[src/hw/rtl/u8d_pkg.sv]
// Shared types for the UTF-8 to UTF-32 decoder.
// Holds the input, result and internal command item layouts; no dependencies.
`default_nettype none

package u8d_pkg;

    // Width of a sequence length index (length minus one, 0 to 5).
    localparam int unsigned LEN_IDX_W = 3;

    // One input item: a raw stream byte and the end-of-string flag.
    typedef struct packed {
        logic [7:0] byte_value;
        logic       last_byte;
    } t_in_item;

    // One result item.
    typedef struct packed {
        logic [31:0] code_point;
        logic        truncated;
        logic        end_of_string;
    } t_out_item;

    // A classified byte passed from the front to the back.
    typedef struct packed {
        logic [7:0]           byte_value;
        logic                 is_lead;
        logic [LEN_IDX_W-1:0] len_idx;
        logic                 complete;
        logic                 last_byte;
    } t_cmd;

endpackage

`default_nettype wire

[src/hw/rtl/u8d_front.sv]
// Front end of the decoder: accepts bytes and classifies them.
// Tracks the open sequence length and bytes left; uses u8d_pkg.
`default_nettype none

module u8d_front (
    input  wire logic            i_clk,
    input  wire logic            i_rst_n,
    input  wire logic            i_accept,
    input  wire u8d_pkg::t_in_item i_item,
    output u8d_pkg::t_cmd        o_cmd
);
    import u8d_pkg::*;

    localparam logic [7:0] LEAD_2 = 8'd192;
    localparam logic [7:0] LEAD_3 = 8'd224;
    localparam logic [7:0] LEAD_4 = 8'd240;
    localparam logic [7:0] LEAD_5 = 8'd248;
    localparam logic [7:0] LEAD_6 = 8'd252;

    logic [2:0]           r_bytes_left;
    logic [2:0]           n_bytes_left;
    logic [LEN_IDX_W-1:0] r_len_idx;
    logic [LEN_IDX_W-1:0] n_len_idx;
    logic [LEN_IDX_W-1:0] lead_idx;
    logic                 is_lead;

    // Sequence length from the lead byte, as length minus one.
    always_comb begin
        if (i_item.byte_value < LEAD_2) begin
            lead_idx = 3'd0;
        end else if (i_item.byte_value < LEAD_3) begin
            lead_idx = 3'd1;
        end else if (i_item.byte_value < LEAD_4) begin
            lead_idx = 3'd2;
        end else if (i_item.byte_value < LEAD_5) begin
            lead_idx = 3'd3;
        end else if (i_item.byte_value < LEAD_6) begin
            lead_idx = 3'd4;
        end else begin
            lead_idx = 3'd5;
        end
    end

    // Classify the byte and work out the sequence state after it.
    always_comb begin
        is_lead = (r_bytes_left == 3'd0);
        if (is_lead) begin
            n_len_idx    = lead_idx;
            n_bytes_left = lead_idx;
        end else begin
            n_len_idx    = r_len_idx;
            n_bytes_left = r_bytes_left - 3'd1;
        end
        o_cmd.byte_value = i_item.byte_value;
        o_cmd.is_lead    = is_lead;
        o_cmd.len_idx    = n_len_idx;
        o_cmd.complete   = (n_bytes_left == 3'd0);
        o_cmd.last_byte  = i_item.last_byte;
    end

    // The end of a string closes any open sequence.
    always_ff @(posedge i_clk) begin
        if (!i_rst_n) begin
            r_bytes_left <= 3'd0;
            r_len_idx    <= '0;
        end else if (i_accept) begin
            r_len_idx    <= n_len_idx;
            r_bytes_left <= i_item.last_byte ? 3'd0 : n_bytes_left;
        end
    end

endmodule

`default_nettype wire

[src/hw/rtl/u8d_queue.sv]
// Short command queue between the decoder front and back.
// A circular buffer of classified bytes; uses u8d_pkg.
`default_nettype none

module u8d_queue #(
    parameter int unsigned DEPTH = 2
) (
    input  wire logic          i_clk,
    input  wire logic          i_rst_n,
    input  wire logic          i_wr,
    input  wire u8d_pkg::t_cmd i_cmd,
    output logic               o_full,
    input  wire logic          i_rd,
    output u8d_pkg::t_cmd      o_cmd,
    output logic               o_empty
);
    import u8d_pkg::*;

    localparam int unsigned PTR_W = (DEPTH > 1) ? $clog2(DEPTH) : 1;
    localparam int unsigned CNT_W = $clog2(DEPTH + 1);
    localparam logic [PTR_W-1:0] LAST_PTR = PTR_W'(DEPTH - 1);
    localparam logic [CNT_W-1:0] FULL_CNT = CNT_W'(DEPTH);

    t_cmd             r_mem [DEPTH];
    logic [PTR_W-1:0] r_wr_ptr;
    logic [PTR_W-1:0] r_rd_ptr;
    logic [CNT_W-1:0] r_count;

    assign o_full  = (r_count == FULL_CNT);
    assign o_empty = (r_count == '0);
    assign o_cmd   = r_mem[r_rd_ptr];

    // Entry storage.
    always_ff @(posedge i_clk) begin
        if (i_wr) begin
            r_mem[r_wr_ptr] <= i_cmd;
        end
    end

    // Pointers and fill count.
    always_ff @(posedge i_clk) begin
        if (!i_rst_n) begin
            r_wr_ptr <= '0;
            r_rd_ptr <= '0;
            r_count  <= '0;
        end else begin
            if (i_wr) begin
                r_wr_ptr <= (r_wr_ptr == LAST_PTR) ? '0 : r_wr_ptr + 1'b1;
            end
            if (i_rd) begin
                r_rd_ptr <= (r_rd_ptr == LAST_PTR) ? '0 : r_rd_ptr + 1'b1;
            end
            if (i_wr && !i_rd) begin
                r_count <= r_count + 1'b1;
            end else if (i_rd && !i_wr) begin
                r_count <= r_count - 1'b1;
            end
        end
    end

endmodule

`default_nettype wire

[src/hw/rtl/u8d_back.sv]
// Back end of the decoder: accumulates bytes and forms code points.
// Holds the invalid character register and the result register; uses u8d_pkg.
`default_nettype none

module u8d_back (
    input  wire logic            i_clk,
    input  wire logic            i_rst_n,
    input  wire logic            i_cfg_wr,
    input  wire logic [31:0]     i_cfg_data,
    input  wire u8d_pkg::t_cmd   i_cmd,
    input  wire logic            i_cmd_empty,
    output logic                 o_cmd_rd,
    output u8d_pkg::t_out_item   o_item,
    output logic                 o_valid,
    input  wire logic            i_pop
);
    import u8d_pkg::*;

    localparam logic [31:0] OFFSETS [6] = '{
        32'h0000_0000, 32'h0000_3080, 32'h000E_2080,
        32'h03C8_2080, 32'hFA08_2080, 32'h8208_2080
    };

    logic [31:0] r_invalid_char;
    logic [31:0] r_acc;
    logic [31:0] n_acc;
    logic [31:0] offset;
    logic        emits;
    t_out_item   r_out;
    logic        r_out_valid;
    t_out_item   n_out;

    assign o_item  = r_out;
    assign o_valid = r_out_valid;

    // Take a command whenever the result register is free or being drained.
    assign o_cmd_rd = !i_cmd_empty && (!r_out_valid || i_pop);

    // Fold the byte in and form the result.
    always_comb begin
        if (i_cmd.is_lead) begin
            n_acc = {24'd0, i_cmd.byte_value};
        end else begin
            n_acc = {r_acc[25:0], 6'd0} + {24'd0, i_cmd.byte_value};
        end
        case (i_cmd.len_idx)
            3'd0, 3'd1, 3'd2, 3'd3, 3'd4, 3'd5: offset = OFFSETS[i_cmd.len_idx];
            default: offset = OFFSETS[0];
        endcase
        emits = i_cmd.complete || i_cmd.last_byte;
        if (i_cmd.complete) begin
            n_out.code_point = n_acc - offset;
            n_out.truncated  = 1'b0;
        end else begin
            n_out.code_point = r_invalid_char;
            n_out.truncated  = 1'b1;
        end
        n_out.end_of_string = i_cmd.last_byte;
    end

    // Configuration register.
    always_ff @(posedge i_clk) begin
        if (!i_rst_n) begin
            r_invalid_char <= 32'd0;
        end else if (i_cfg_wr) begin
            r_invalid_char <= i_cfg_data;
        end
    end

    // Accumulator; a lead byte always overwrites it, so closing needs no clear.
    always_ff @(posedge i_clk) begin
        if (!i_rst_n) begin
            r_acc <= 32'd0;
        end else if (o_cmd_rd) begin
            r_acc <= n_acc;
        end
    end

    // Result register.
    always_ff @(posedge i_clk) begin
        if (!i_rst_n) begin
            r_out_valid <= 1'b0;
        end else if (o_cmd_rd && emits) begin
            r_out_valid <= 1'b1;
        end else if (i_pop) begin
            r_out_valid <= 1'b0;
        end
    end

    always_ff @(posedge i_clk) begin
        if (o_cmd_rd && emits) begin
            r_out <= n_out;
        end
    end

endmodule

`default_nettype wire

[src/hw/rtl/utf8_to_utf32_decoder.sv]
// Top level of the UTF-8 to UTF-32 decoder.
// Connects u8d_front, u8d_queue and u8d_back; uses u8d_pkg.
//
// The decoder takes one UTF-8 byte per cycle through a queue-style push/full
// port and returns code points through an empty/pop port. A byte is accepted
// every cycle while full is low; a completed or truncated sequence is registered
// onto the result port when the back end takes its last byte, and the
// result register drains at one item per cycle when pop is held. The front
// classifies each byte in the cycle it is accepted, and a QUEUE_DEPTH-entry
// command queue lets the front keep accepting while the result side stalls.
// The invalid character register is written through the cfg channel, which
// is always ready.
`default_nettype none

module utf8_to_utf32_decoder #(
    parameter int unsigned QUEUE_DEPTH = 2
) (
    input  wire logic               i_clk,
    input  wire logic               i_rst_n,
    input  wire logic               push,
    output logic                    full,
    input  wire u8d_pkg::t_in_item  i_item,
    output logic                    empty,
    input  wire logic               pop,
    output u8d_pkg::t_out_item      o_item,
    input  wire logic               i_cfg_valid,
    output logic                    o_cfg_ready,
    input  wire logic [31:0]        i_cfg_data
);
    import u8d_pkg::*;

    t_cmd front_cmd;
    t_cmd back_cmd;
    logic accept;
    logic q_empty;
    logic q_rd;
    logic out_valid;

    assign accept      = push && !full;
    assign o_cfg_ready = 1'b1;
    assign empty       = !out_valid;

    // Classification of incoming bytes.
    u8d_front u_front (
        .i_clk    (i_clk),
        .i_rst_n  (i_rst_n),
        .i_accept (accept),
        .i_item   (i_item),
        .o_cmd    (front_cmd)
    );

    // Decoupling queue.
    u8d_queue #(
        .DEPTH (QUEUE_DEPTH)
    ) u_queue (
        .i_clk   (i_clk),
        .i_rst_n (i_rst_n),
        .i_wr    (accept),
        .i_cmd   (front_cmd),
        .o_full  (full),
        .i_rd    (q_rd),
        .o_cmd   (back_cmd),
        .o_empty (q_empty)
    );

    // Accumulation and result delivery.
    u8d_back u_back (
        .i_clk       (i_clk),
        .i_rst_n     (i_rst_n),
        .i_cfg_wr    (i_cfg_valid && o_cfg_ready),
        .i_cfg_data  (i_cfg_data),
        .i_cmd       (back_cmd),
        .i_cmd_empty (q_empty),
        .o_cmd_rd    (q_rd),
        .o_item      (o_item),
        .o_valid     (out_valid),
        .i_pop       (pop)
    );

endmodule

`default_nettype wire
[config.mk]
export PLATFORM = sky130hd
export DESIGN_NAME = utf8_to_utf32_decoder
export DESIGN_NICKNAME = d
export VERILOG_FILES = /design/src/hw/rtl/u8d_pkg.sv /design/src/hw/rtl/u8d_front.sv /design/src/hw/rtl/u8d_queue.sv /design/src/hw/rtl/u8d_back.sv /design/src/hw/rtl/utf8_to_utf32_decoder.sv
export SDC_FILE = /design/constraint.sdc
export NUM_CORES = 1
export LEC_CHECK = 0
export BUFFER_PORTS_ARGS = -buffer_cell sky130_fd_sc_hd__buf_4
export CAP_MARGIN = 0
export CORE_MARGIN = 2
export CORE_UTILIZATION = 39
export DETAILED_ROUTE_END_ITERATION = 6
export PLACE_DENSITY_LB_ADDON = 0.05
export RECOVER_POWER = 25
export SLEW_MARGIN = 20
export SYNTH_ARGS = -nofsm -noshare
export SYNTH_HDL_FRONTEND = slang
export SYNTH_SLANG_ARGS = --single-unit
[constraint.sdc]
create_clock -name i_clk -period 5.8 [get_ports i_clk]
set_input_delay 0.87 -clock i_clk [delete_from_list [all_inputs] [get_ports i_clk]]
set_output_delay 0.87 -clock i_clk [all_outputs]
set_load 0.05 [all_outputs]
Word-level counts from Yosys, hierarchy flattened
Memories as Yosys holds them, arrays and structs flattened. A register that Yosys moved wholly into a read port is not among the register bits.
Index checks and enable logic that the tools add are counted.

storage, ports and cells
  register bits after elaboration = 103
  latch bits = 0
  memory bits (writable) = 28
  memory bits (read-only) = 256
  input bits = 46
  output and inout bits = 37
  logic and storage cells = 75
  memories kept = 2

operators by class
  add/subtract/negate cells = 7
  $mul = 0
  div/mod/pow operators = 0
  $lt $le $gt $ge = 6
  equality and inequality tests = 6
  shift operators = 0
  mux-type cells = 23
  bitwise gates (word level) = 1
  reductions and logical operators = 19

memory list
  name             depth  bits a word  read ports  clocked after memory_dff  wr ports  line             source
  (no name shown)  8      32           1           0                         0         u8d_back.sv:47   3'd0, 3'd1, 3'd2, 3'd3, 3'd4, 3'd5: offset = OFFSETS[i_cmd.len_idx];
  u_queue.r_mem    2      14           1           1                         1         u8d_queue.sv:24  t_cmd r_mem [DEPTH];

operators with widths
  kind                                                                 count
  32-bit two-way mux                                                   4
  8-bit less-than comparator (second input constant)                   5
  33-bit two-way mux                                                   1
  32-bit by 8-bit adder with 32-bit output                             1
  32-bit subtractor                                                    1
  3-bit two-way mux                                                    7
  3-bit zero test                                                      3
  1-bit two-way mux                                                    9
  3-bit by 2-bit == test with 1-bit output (second input constant)     2
  3-bit == test (second input constant)                                2
  6-bit OR reduction                                                   1
  1-bit logical AND                                                    5
  1-bit zero test                                                      5
  4-bit greater-or-equal comparator (second input constant)            1
  2-bit two-way mux                                                    2
  3-bit inverter with 4-bit output                                     1
  2-bit nonzero test                                                   2
  3-bit by 1-bit == test with 1-bit output (second input constant)     1
  3-bit by 1-bit subtractor with 3-bit output (second input constant)  1
  1-bit adder (second input constant)                                  2
  2-bit by 1-bit adder with 2-bit output (second input constant)       1
  2-bit == test (second input constant)                                1
  2-bit zero test                                                      1
  1-bit logical OR                                                     2
  2-bit by 1-bit subtractor with 2-bit output (second input constant)  1

Logic depth before layout (Yosys ltp)
Gate-level depths: netlist of run 1.

  depth after elaboration = 8
  mapped depth = 21
  mapped depth without buffers = 19

Cells and area by module
A second synthesis of run 1 with hierarchy kept.

second synthesis, totals
  cells, all modules = 685
  area total of the unflattened synthesis = 6980.4 sq um

by module, submodules not included
  module                 instances  cells an instance  area each (sq um)  seq. area each (sq um)
  u8d_back               1          559                5263.8             2202.1
  u8d_queue              1          65                 1224.9             940.9
  u8d_front              1          57                 462.9              120.1
  utf8_to_utf32_decoder  1          4                  28.8               0.0

Least setup slack after synthesis of run 1
No wires, ideal clock.

  kind = flip-flop to flip-flop
  from = register (tool-made name)
  to = register u_back.r_out (netlist bit u_back.o_item[30]), data pin
  data arrival time = 4737 ps
  data required time = 5545 ps
  slack = 808 ps
  cell stages (with the launch flop) = 21
  period minus slack after synthesis = 4992 ps
  cell sequence = dfxtp_1 -> buf_2 -> buf_1 -> mux2_2 -> ha_1 -> inv_1 -> fa_1 -> nand4b_4 -> or4_4 -> nor2_1 -> nand2_1 -> xor2_1 -> nor2_1 -> ha_1 -> a21oi_1 -> nor2b_1 -> a21oi_1 -> a21oi_1 -> a31oi_1 -> or3_1 -> a31o_1

RTL lines
  element               line            source
  to (signal assigned)  u8d_back.sv:92  r_out <= n_out;
  to (decl)             u8d_back.sv:29  t_out_item r_out;

==> flow_summary.ini, run 1 <==
[run_status]
status = complete, but fails checks
violations = capacitance limit, slew limit

[power_and_ir_drop]
power.density_nw_per_um2 = 513
worst_ir_drop_vdd_mv = 0.260
p_leak_nw = 3.39

[die]
die_y_um = 138
die_area_um2 = 19000
start_util_pct = 39.4
die_w_um = 138
ioPinCount = 83
fp-row-count = 49
core-area_um2 = 17800

[layout]
num_antenna_cells = 0
final_common_cell = nand2_1
drive_gt1_share_pct = 16.9
final_cell_mix = nand2_1, buf_4, dfxtp_1
syn_to_final_growth_pct = 20.3
final_nets = 855
fillers = 1714
fin_util_pct = 47.4

[setup_path]
rr_endpoint = u_back.o_item[30]
path_class = reg2reg
rr_worst_depth = 18
worstPathBufferInverterCount = 2
cp_common_cell = a21oi_1
cp_max_fo = 23
max_stage_delay_ns = 0.60
critPathSlowestCell = or4_4
regToRegSetupSlack_ns = 0.83
worst_setup_path_end_kind = flip-flop
crit_chain = buf_4 > mux2_2 > inv_1 > fa_1 > nand4b_4 > or4_4 > nor2_1 > nand2_1 > xor2_1 > nor2_1 > ha_1 > a21oi_1 > nor2b_1 > a21oi_1 > a21oi_1 > a31oi_1 > or3_1 > a31o_1
crit_required_ns = 5.97
arrival_ns = 5.14
critical_path.top_delay_family = simple AND/OR/NAND/NOR gates
crit_path_start_kind = flip-flop

[yosys]
syn_area_per_cell_um2 = 9.78
synth_flop_cell = dfxtp_1
synth_cell_type_count = 65
ys_ff_latch = 132
syn-cell-area_um2 = 7000
synth_edf_count = 62
synthCells = 716
yosysWarnings = 0
synthArstFlopShare_pct = 0
syn_nets = 783
synth-seq-area-share_pct = 46.6

[sta]
finalCritPeriodShare_pct = 85.7
maxSlewHeadroom_pct = -55.4
fin_tns_setup_ns = 0
clock.fmax_ghz = 0.201
setup-violations-final = 0
finalClockSkew_ns = 0.00660
min_period_ns = 4.97
drv_slew = 33
hold_viol = 0
worst_slack_ns = 0.832
tightest_slew_ns = 2.33
rsz0062_at_grt = no

[cts]
htree_levels = 4
clkLatencyLatePin_ns = 0.42
post_cts_resized = 0
path_clk_slew_ns = 0.06
hold_buffers = 0
clockBufferDepth = 2
cts-root-buf = clkbuf_16
numCtsBuffers = 17
cts_setup_buffers = 0
cts.sinks = 132
cts_tree = yes

[global_routing]
grt_start_max_net_pins = 71
gr-usage-all-layers_pct = 18.1
grt_overflow_total = 0
grt_pass1_vias = 5265
grt_pass1_wl_um = 27400
antenna_found_initial = 0

[detailed_routing]
wl_um = 16900
drt-initial-drc-count = 265
drt-vias-per-instance = 5.12
dr.pass1.iters = 7
wl_per_cell_um = 16.4
vias = 5270
drtAntennaViolNets = 0
drc = 0

[run]
max_cap_viol_count = 1

[min_path]
min_delay_path_depth = 2
min-delay-start = u_front.r_len_idx[0]
hold_end = u_front.r_len_idx[0]
hold_class = reg2reg

[placed_design]
io_buffers = 81
place_ws_ns = 0.869
dp_hpwl_um = 11900
globalplace.congestion = 0.908
worst register-to-register path: cells and delay by family (launching register included):
family	cells	cell delay, ns
and+or+nand+nor	7	1.81
buffers and inverters	2	0.36
xor gates and xnor gates	1	0.13
AOI/OAI and AO/OA	5	0.95
muxes	1	0.24
adders and majority gates	2	0.90
DFF	1	0.33
worst max-delay path by stage:
| stage | slack, ns | cells after the start | end |
|---|---|---|---|
| after global routing | 0.43 | 18 | u_back.o_item[30] |
| after floorplan | 0.81 | 20 | u_back.o_item[30] |
| after global placement | 0.98 | 18 | u_back.o_item[30] |
| final | 0.83 | 18 | u_back.o_item[30] |
| after detailed placement | 0.87 | 18 | u_back.o_item[30] |
| after CTS | 0.85 | 18 | u_back.o_item[30] |
per-stage QoR:
stage	hold slack [ns]	std cells	cell area, um^2	total power [mW]
floorplan	0.444	716	7000	2.68
global placement	0.456	998	7810	3.18
detailed placement	0.459	998	7810	3.19
CTS	0.469	1030	8450	4.37
global route	0.497	1030	8420	4.57
finish	0.466	1030	8420	4.32
synthesized netlist by cell type, drive strengths merged, types with 2 or more instances:
library cell	count	area, um^2
nand2	94	353
nor3	5	25.0
a21boi	19	143
nand3b	2	15.0
and2	10	62.6
o21a	6	45.0
or3	8	50.1
o21ai	40	204
ha	20	250
xnor2	23	201
nor3b	7	57.6
a21oi	33	176
xor2	19	166
nor2	63	236
o211ai	3	22.5
a31oi	5	31.3
edfxtp	62	1860
dfxtp	70	1400
nand3	11	60.1
nand4	4	25.0
nor2b	38	238
or4	2	18.8
o211a	9	90.1
nand2b	9	56.3
inv	17	63.8
mux2	8	93.8
nor4	5	67.6
mux2i	46	460
buf	13	68.8
and3	8	50.1
clkbuf	22	82.6
a211oi	4	30.0
a21o	11	82.6
flip-flops by register name, indices dropped and copies added (netlist names), named ones only:
name,cells
u_back.o_item,34
u_back.o_valid,1
u_back.r_acc,26
u_back.r_invalid_char,32
u_front.r_bytes_left,3
u_front.r_len_idx,3
u_queue.r_count,2
u_queue.r_mem,28
u_queue.r_rd_ptr,1
u_queue.r_wr_ptr,1
layer usage:
metal  global-route usage, %  up-vias  wire (um)
met4                    5.59        0        269
li1                        -     2670          -
met2                    31.8      109       8410
met3                    4.68       22        693
met5                       0        -          0
met1                    21.9     2469       7560
area by class of cell:
type	instances	area [um^2]	area share [%]
clock inverters	11	174	2.06
flip-flops and latches	132	3260	38.7
well taps	229	287	3.40
clock buffers	21	470	5.58
inverters	18	67.6	0.802
repair buffers	88	631	7.49
multi-input cells	531	3530	41.9
where the power goes:
group	internal [mW]	switching, mW	total [mW]
clock network	0.755	0.405	1.16
registers	1.26	0.133	1.40
logic	0.575	1.19	1.76
total	2.59	1.73	4.32
kinds of logic (layout without fill, tap and decap cells):
family	after synthesis	count (layout)	synth area share [%]
other	1	1	0.0535
DFF	132	132	46.6
muxes	54	54	7.91
xor gates and xnor gates	42	42	5.25
buffers and inverters	53	138	3.13
AOI/OAI and AO/OA	142	142	13.5
adders and majority gates	21	21	3.86
and+or+nand+nor	271	271	19.7
No activity file was read; power rests on OpenSTA's default activity.
==> run 2, diff against run 1 <==
CAP_MARGIN = 20   (was 0)
RECOVER_POWER = 50   (was 25)
==> flow_summary.ini, run 2 (synthesis gave the netlist of run 1 again) <==
[die]
die_y_um = 138
start_util_pct = 39.4
ioPinCount = 83
fp-row-count = 49
die_w_um = 138
die_area_um2 = 19000
core-area_um2 = 17800

[detailed_routing]
drt-initial-drc-count = 264
wl_per_cell_um = 16.4
drt-vias-per-instance = 5.13
dr.pass1.iters = 5
drc = 0
drtAntennaViolNets = 0
wl_um = 16900
vias = 5281

[cts]
numCtsBuffers = 17
hold_buffers = 0
htree_levels = 4
clkLatencyLatePin_ns = 0.42
cts_tree = yes
cts_setup_buffers = 0
path_clk_slew_ns = 0.06
clockBufferDepth = 2
cts.sinks = 132
cts-root-buf = clkbuf_16
post_cts_resized = 0

[global_routing]
grt_pass1_wl_um = 27400
grt_overflow_total = 0
gr-usage-all-layers_pct = 18.1
grt_start_max_net_pins = 71
grt_pass1_vias = 5265
antenna_found_initial = 0

[layout]
num_antenna_cells = 0
largest_reg_flops = 34
final_nets = 855
drive_gt1_share_pct = 14.5
final_cell_mix = nand2_1, dfxtp_1, edfxtp_1
final_common_cell = nand2_1
instances_no_fill = 1030
syn_to_final_growth_pct = 19.3

[power_and_ir_drop]
p_clk_share_pct = 27.2
power_mw = 4.26
power.density_nw_per_um2 = 510
p_seq_share_pct = 32.7
swShare_pct = 40.4
p_int_mw = 2.54
p_leak_nw = 3.32
worst_ir_drop_vdd_mv = 0.249
switchingPower_mw = 1.72
combPwrFrac_pct = 40.1

[placed_design]
dp_hpwl_um = 11900
globalplace.congestion = 0.908
dpl.cell_count = 998
io_buffers = 81

[min_path]
hold_class = reg2reg
min-delay-start = u_front.r_len_idx[0]

[setup_path]
path_class = reg2reg
arrival_ns = 5.15
crit_path_start_kind = flip-flop
crit_required_ns = 5.97
cp_max_fo = 23
regToRegSetupSlack_ns = 0.82
worst_setup_path_end_kind = flip-flop

[sta]
hold_viol = 0
min_period_ns = 4.98
whs_ns = 0.466
finalClockSkew_ns = 0.00795
finalCritPeriodShare_pct = 85.8
setup-violations-final = 0
rsz0062_at_grt = no
fin_tns_setup_ns = 0
drv_slew = 64
clock.fmax_ghz = 0.201
maxSlewHeadroom_pct = -54.9
tightest_slew_ns = 2.32

[run_status]
violations = capacitance limit, slew limit
status = complete, but fails checks

[run]
max_cap_viol_count = 2
[run 2: changes by cell type in the layout (fill, tap and decap cells not counted), sizes merged]
cell and delta:
buf -20, clkbuf +20
[run 2: area by class of cell]
class,count,area [um^2]
flip-flops and latches,132,3260
multi-input cells,531,3530
clock inverters,11,174
fillers,1726,9430
clock buffers,21,470
inverters,18,67.6
well taps,229,287
repair buffers,88,559
[run 2: metal layers]
metal  vias up  part of all wire [%]  global-route usage, %
met1      2476                    44                   21.9
met2       110                    50                   31.8
met4         0                   1.4                   5.59
met5         -                     0                      0
li1       2677                     -                      -
met3        18                   4.2                   4.68
[run 2: path summary, 6_finish.rpt]
check | cells after the start | endpoint
worst max-delay path | 18 | u_back.o_item[30]
worst min-delay path | 2 | u_front.r_len_idx[0]
worst max register to register | 18 | u_back.o_item[30]
worst min register to register | 2 | u_front.r_len_idx[0]
[run 2: power groups by stage]
stage / Sequential, mW / Combinational [mW] / Clock, mW
2_1_floorplan: 1.79 / 0.890 / 0
3_3_place_gp: 1.41 / 1.77 / 0
3_5_place_dp: 1.42 / 1.77 / 0
4_1_cts: 1.40 / 1.78 / 1.19
5_1_grt: 1.43 / 1.85 / 1.23
6_report: 1.39 / 1.71 / 1.16
[run 2: worst max-delay path: stages, from the launching register on]
cell and delay [ns]:
dfxtp_1 0.33, buf_4 0.30, mux2_2 0.24, inv_1 0.06, fa_1 0.52, nand4b_4 0.26
or4_4 0.60, nor2_1 0.21, nand2_1 0.09, xor2_1 0.13, nor2_1 0.07, ha_1 0.38
a21oi_1 0.26, nor2b_1 0.24, a21oi_1 0.07, a21oi_1 0.24, a31oi_1 0.18, or3_1 0.34
a31o_1 0.21
[run 2: through the flow]
stage               cell area [um^2]  setup WS [ns]  utilization, %
finish                          8350          0.823            47.0
global route                    8350          0.433            47.0
CTS                             8450          0.847            47.6
detailed placement              7810          0.869            43.9
global placement                7810          0.985            43.9
floorplan                       7000          0.808               -
==> run 3, diff against run 2 <==
CORE_UTILIZATION = 50   (was 39)
PLACE_DENSITY = 0.74   (was not set)
PLACE_DENSITY_LB_ADDON = not set   (was 0.05)
==> flow_summary.ini, run 3 (synthesis gave the netlist of run 1 again) <==
[sta]
finalCritPeriodShare_pct = 85.3
clock.fmax_ghz = 0.202
drv_slew = 33
min_period_ns = 4.94
fin_tns_setup_ns = 0
finalClockSkew_ns = 0.00908
rsz0062_at_grt = no
whs_ns = 0.480
setup-violations-final = 0
maxSlewHeadroom_pct = -51.7
tightest_slew_ns = 2.28
hold_viol = 0

[cts]
clockBufferDepth = 2
cts.sinks = 132
cts_setup_buffers = 0
hold_buffers = 0
clkLatencyLatePin_ns = 0.42
path_clk_slew_ns = 0.06
cts_tree = yes
numCtsBuffers = 17
post_cts_resized = 0
cts-root-buf = clkbuf_16
htree_levels = 4

[die]
die_w_um = 122
core-area_um2 = 13800
start_util_pct = 50.9
ioPinCount = 83
die_area_um2 = 15000
die_y_um = 122
fp-row-count = 43

[layout]
seq_area_um2 = 3260
multi_input_area_um2 = 3540
drive_gt1_share_pct = 13.3
largest_reg_flops = 34
final_nets = 854
syn_to_final_growth_pct = 17.7
num_antenna_cells = 0
stdcell_area_um2 = 8250
fin_util_pct = 59.9
fillers = 1224
final_common_cell = nand2_1
final_cell_mix = nand2_1, dfxtp_1, edfxtp_1

[run]
max_cap_viol_count = 1

[detailed_routing]
drt-vias-per-instance = 5.47
dr.pass1.iters = 5
drc = 0
drtAntennaViolNets = 0
drt-initial-drc-count = 411
wl_per_cell_um = 16.6
vias = 5365
wl_um = 16200

[global_routing]
grt_pass1_wl_um = 26100
gr-usage-all-layers_pct = 22.8
grt_overflow_total = 0
antenna_found_initial = 0
grt_pass1_vias = 5305
grt_start_max_net_pins = 71

[run_status]
status = complete, but fails checks
violations = capacitance limit, slew limit

[setup_path]
rr_worst_depth = 18
arrival_ns = 5.12
rr_endpoint = u_back.o_item[30]
crit_required_ns = 5.97
cp_max_fo = 23
path_class = reg2reg
max_stage_delay_ns = 0.59
worstPathBufferInverterCount = 2
crit_path_start_kind = flip-flop
worst_setup_path_end_kind = flip-flop
regToRegSetupSlack_ns = 0.86
critical_path.top_delay_family = simple AND/OR/NAND/NOR gates
cp_common_cell = a21oi_1
crit_chain = buf_4 > mux2_2 > inv_1 > fa_1 > nand4b_4 > or4_4 > nor2_1 > nand2_1 > xor2_1 > nor2_1 > ha_1 > a21oi_1 > nor2b_1 > a21oi_1 > a21oi_1 > a31oi_1 > or3_1 > a31o_1
critPathSlowestCell = or4_4

[min_path]
min-delay-start = u_back.r_acc[25]
min_delay_path_depth = 2
hold_class = reg2reg
hold_end = u_back.r_acc[25]

[placed_design]
io_buffers = 81
dp_hpwl_um = 11600
postPlaceCellArea_um2 = 7740
globalplace.congestion = 0.908

[power_and_ir_drop]
power.density_nw_per_um2 = 508
power_mw = 4.19
p_leak_nw = 3.27
worst_ir_drop_vdd_mv = 0.368
==> run 3: how the worst max path moves through the flow <==
stage,start,cells after the start,to
final,flip-flop,18,u_back.o_item[30]
after global placement,flip-flop,18,u_back.o_item[30]
after global routing,flip-flop,18,u_back.o_item[30]
after CTS,flip-flop,18,u_back.o_item[30]
after floorplan,flip-flop,20,u_back.o_item[30]
after detailed placement,flip-flop,18,u_back.o_item[30]
==> run 3: layer usage <==
layer / GRT usage, % / routed length [um] / vias to the layer above
met5: 0 / 0 / -
met4: 8.26 / 325 / 0
met3: 5.30 / 617 / 26
met2: 40.1 / 8470 / 97
met1: 27.1 / 6830 / 2581
li1: - / - / 2661
==> run 3: where the power goes <==
part,switching [mW],total (mW),leakage [nW],internal [mW]
clock,0.420,1.11,0.299,0.692
combinational,1.18,1.68,1.82,0.502
sequential,0.137,1.40,1.15,1.26
total,1.73,4.19,3.27,2.46
==> run 3: worst register-to-register path: cells and delay by family (launching register included) <==
kind	cells	cell delay, ns
adder cells (fa/ha/maj)	2	0.90
XOR/XNOR	1	0.13
AND/OR/NAND/NOR	7	1.80
flip-flops	1	0.33
multiplexers	1	0.25
buffers and inverters	2	0.37
AO/OA/AOI/OAI	5	0.92
==> run 3: area by class of cell <==
cell class	count	share of cell area (%)
inverter	18	0.819
timing repair buffer	87	6.43
multi-input combinational	531	43.0
sequential	132	39.6
tap	180	2.73
clock inverter	14	2.12
clock buffer	18	5.33
==> run 3: per-stage QoR <==
step	cells	setup slack, ns
2_1_floorplan	716	0.808
3_3_place_gp	946	1.02
3_5_place_dp	947	0.908
4_1_cts	979	0.872
5_1_grt	980	0.498
6_report	980	0.855
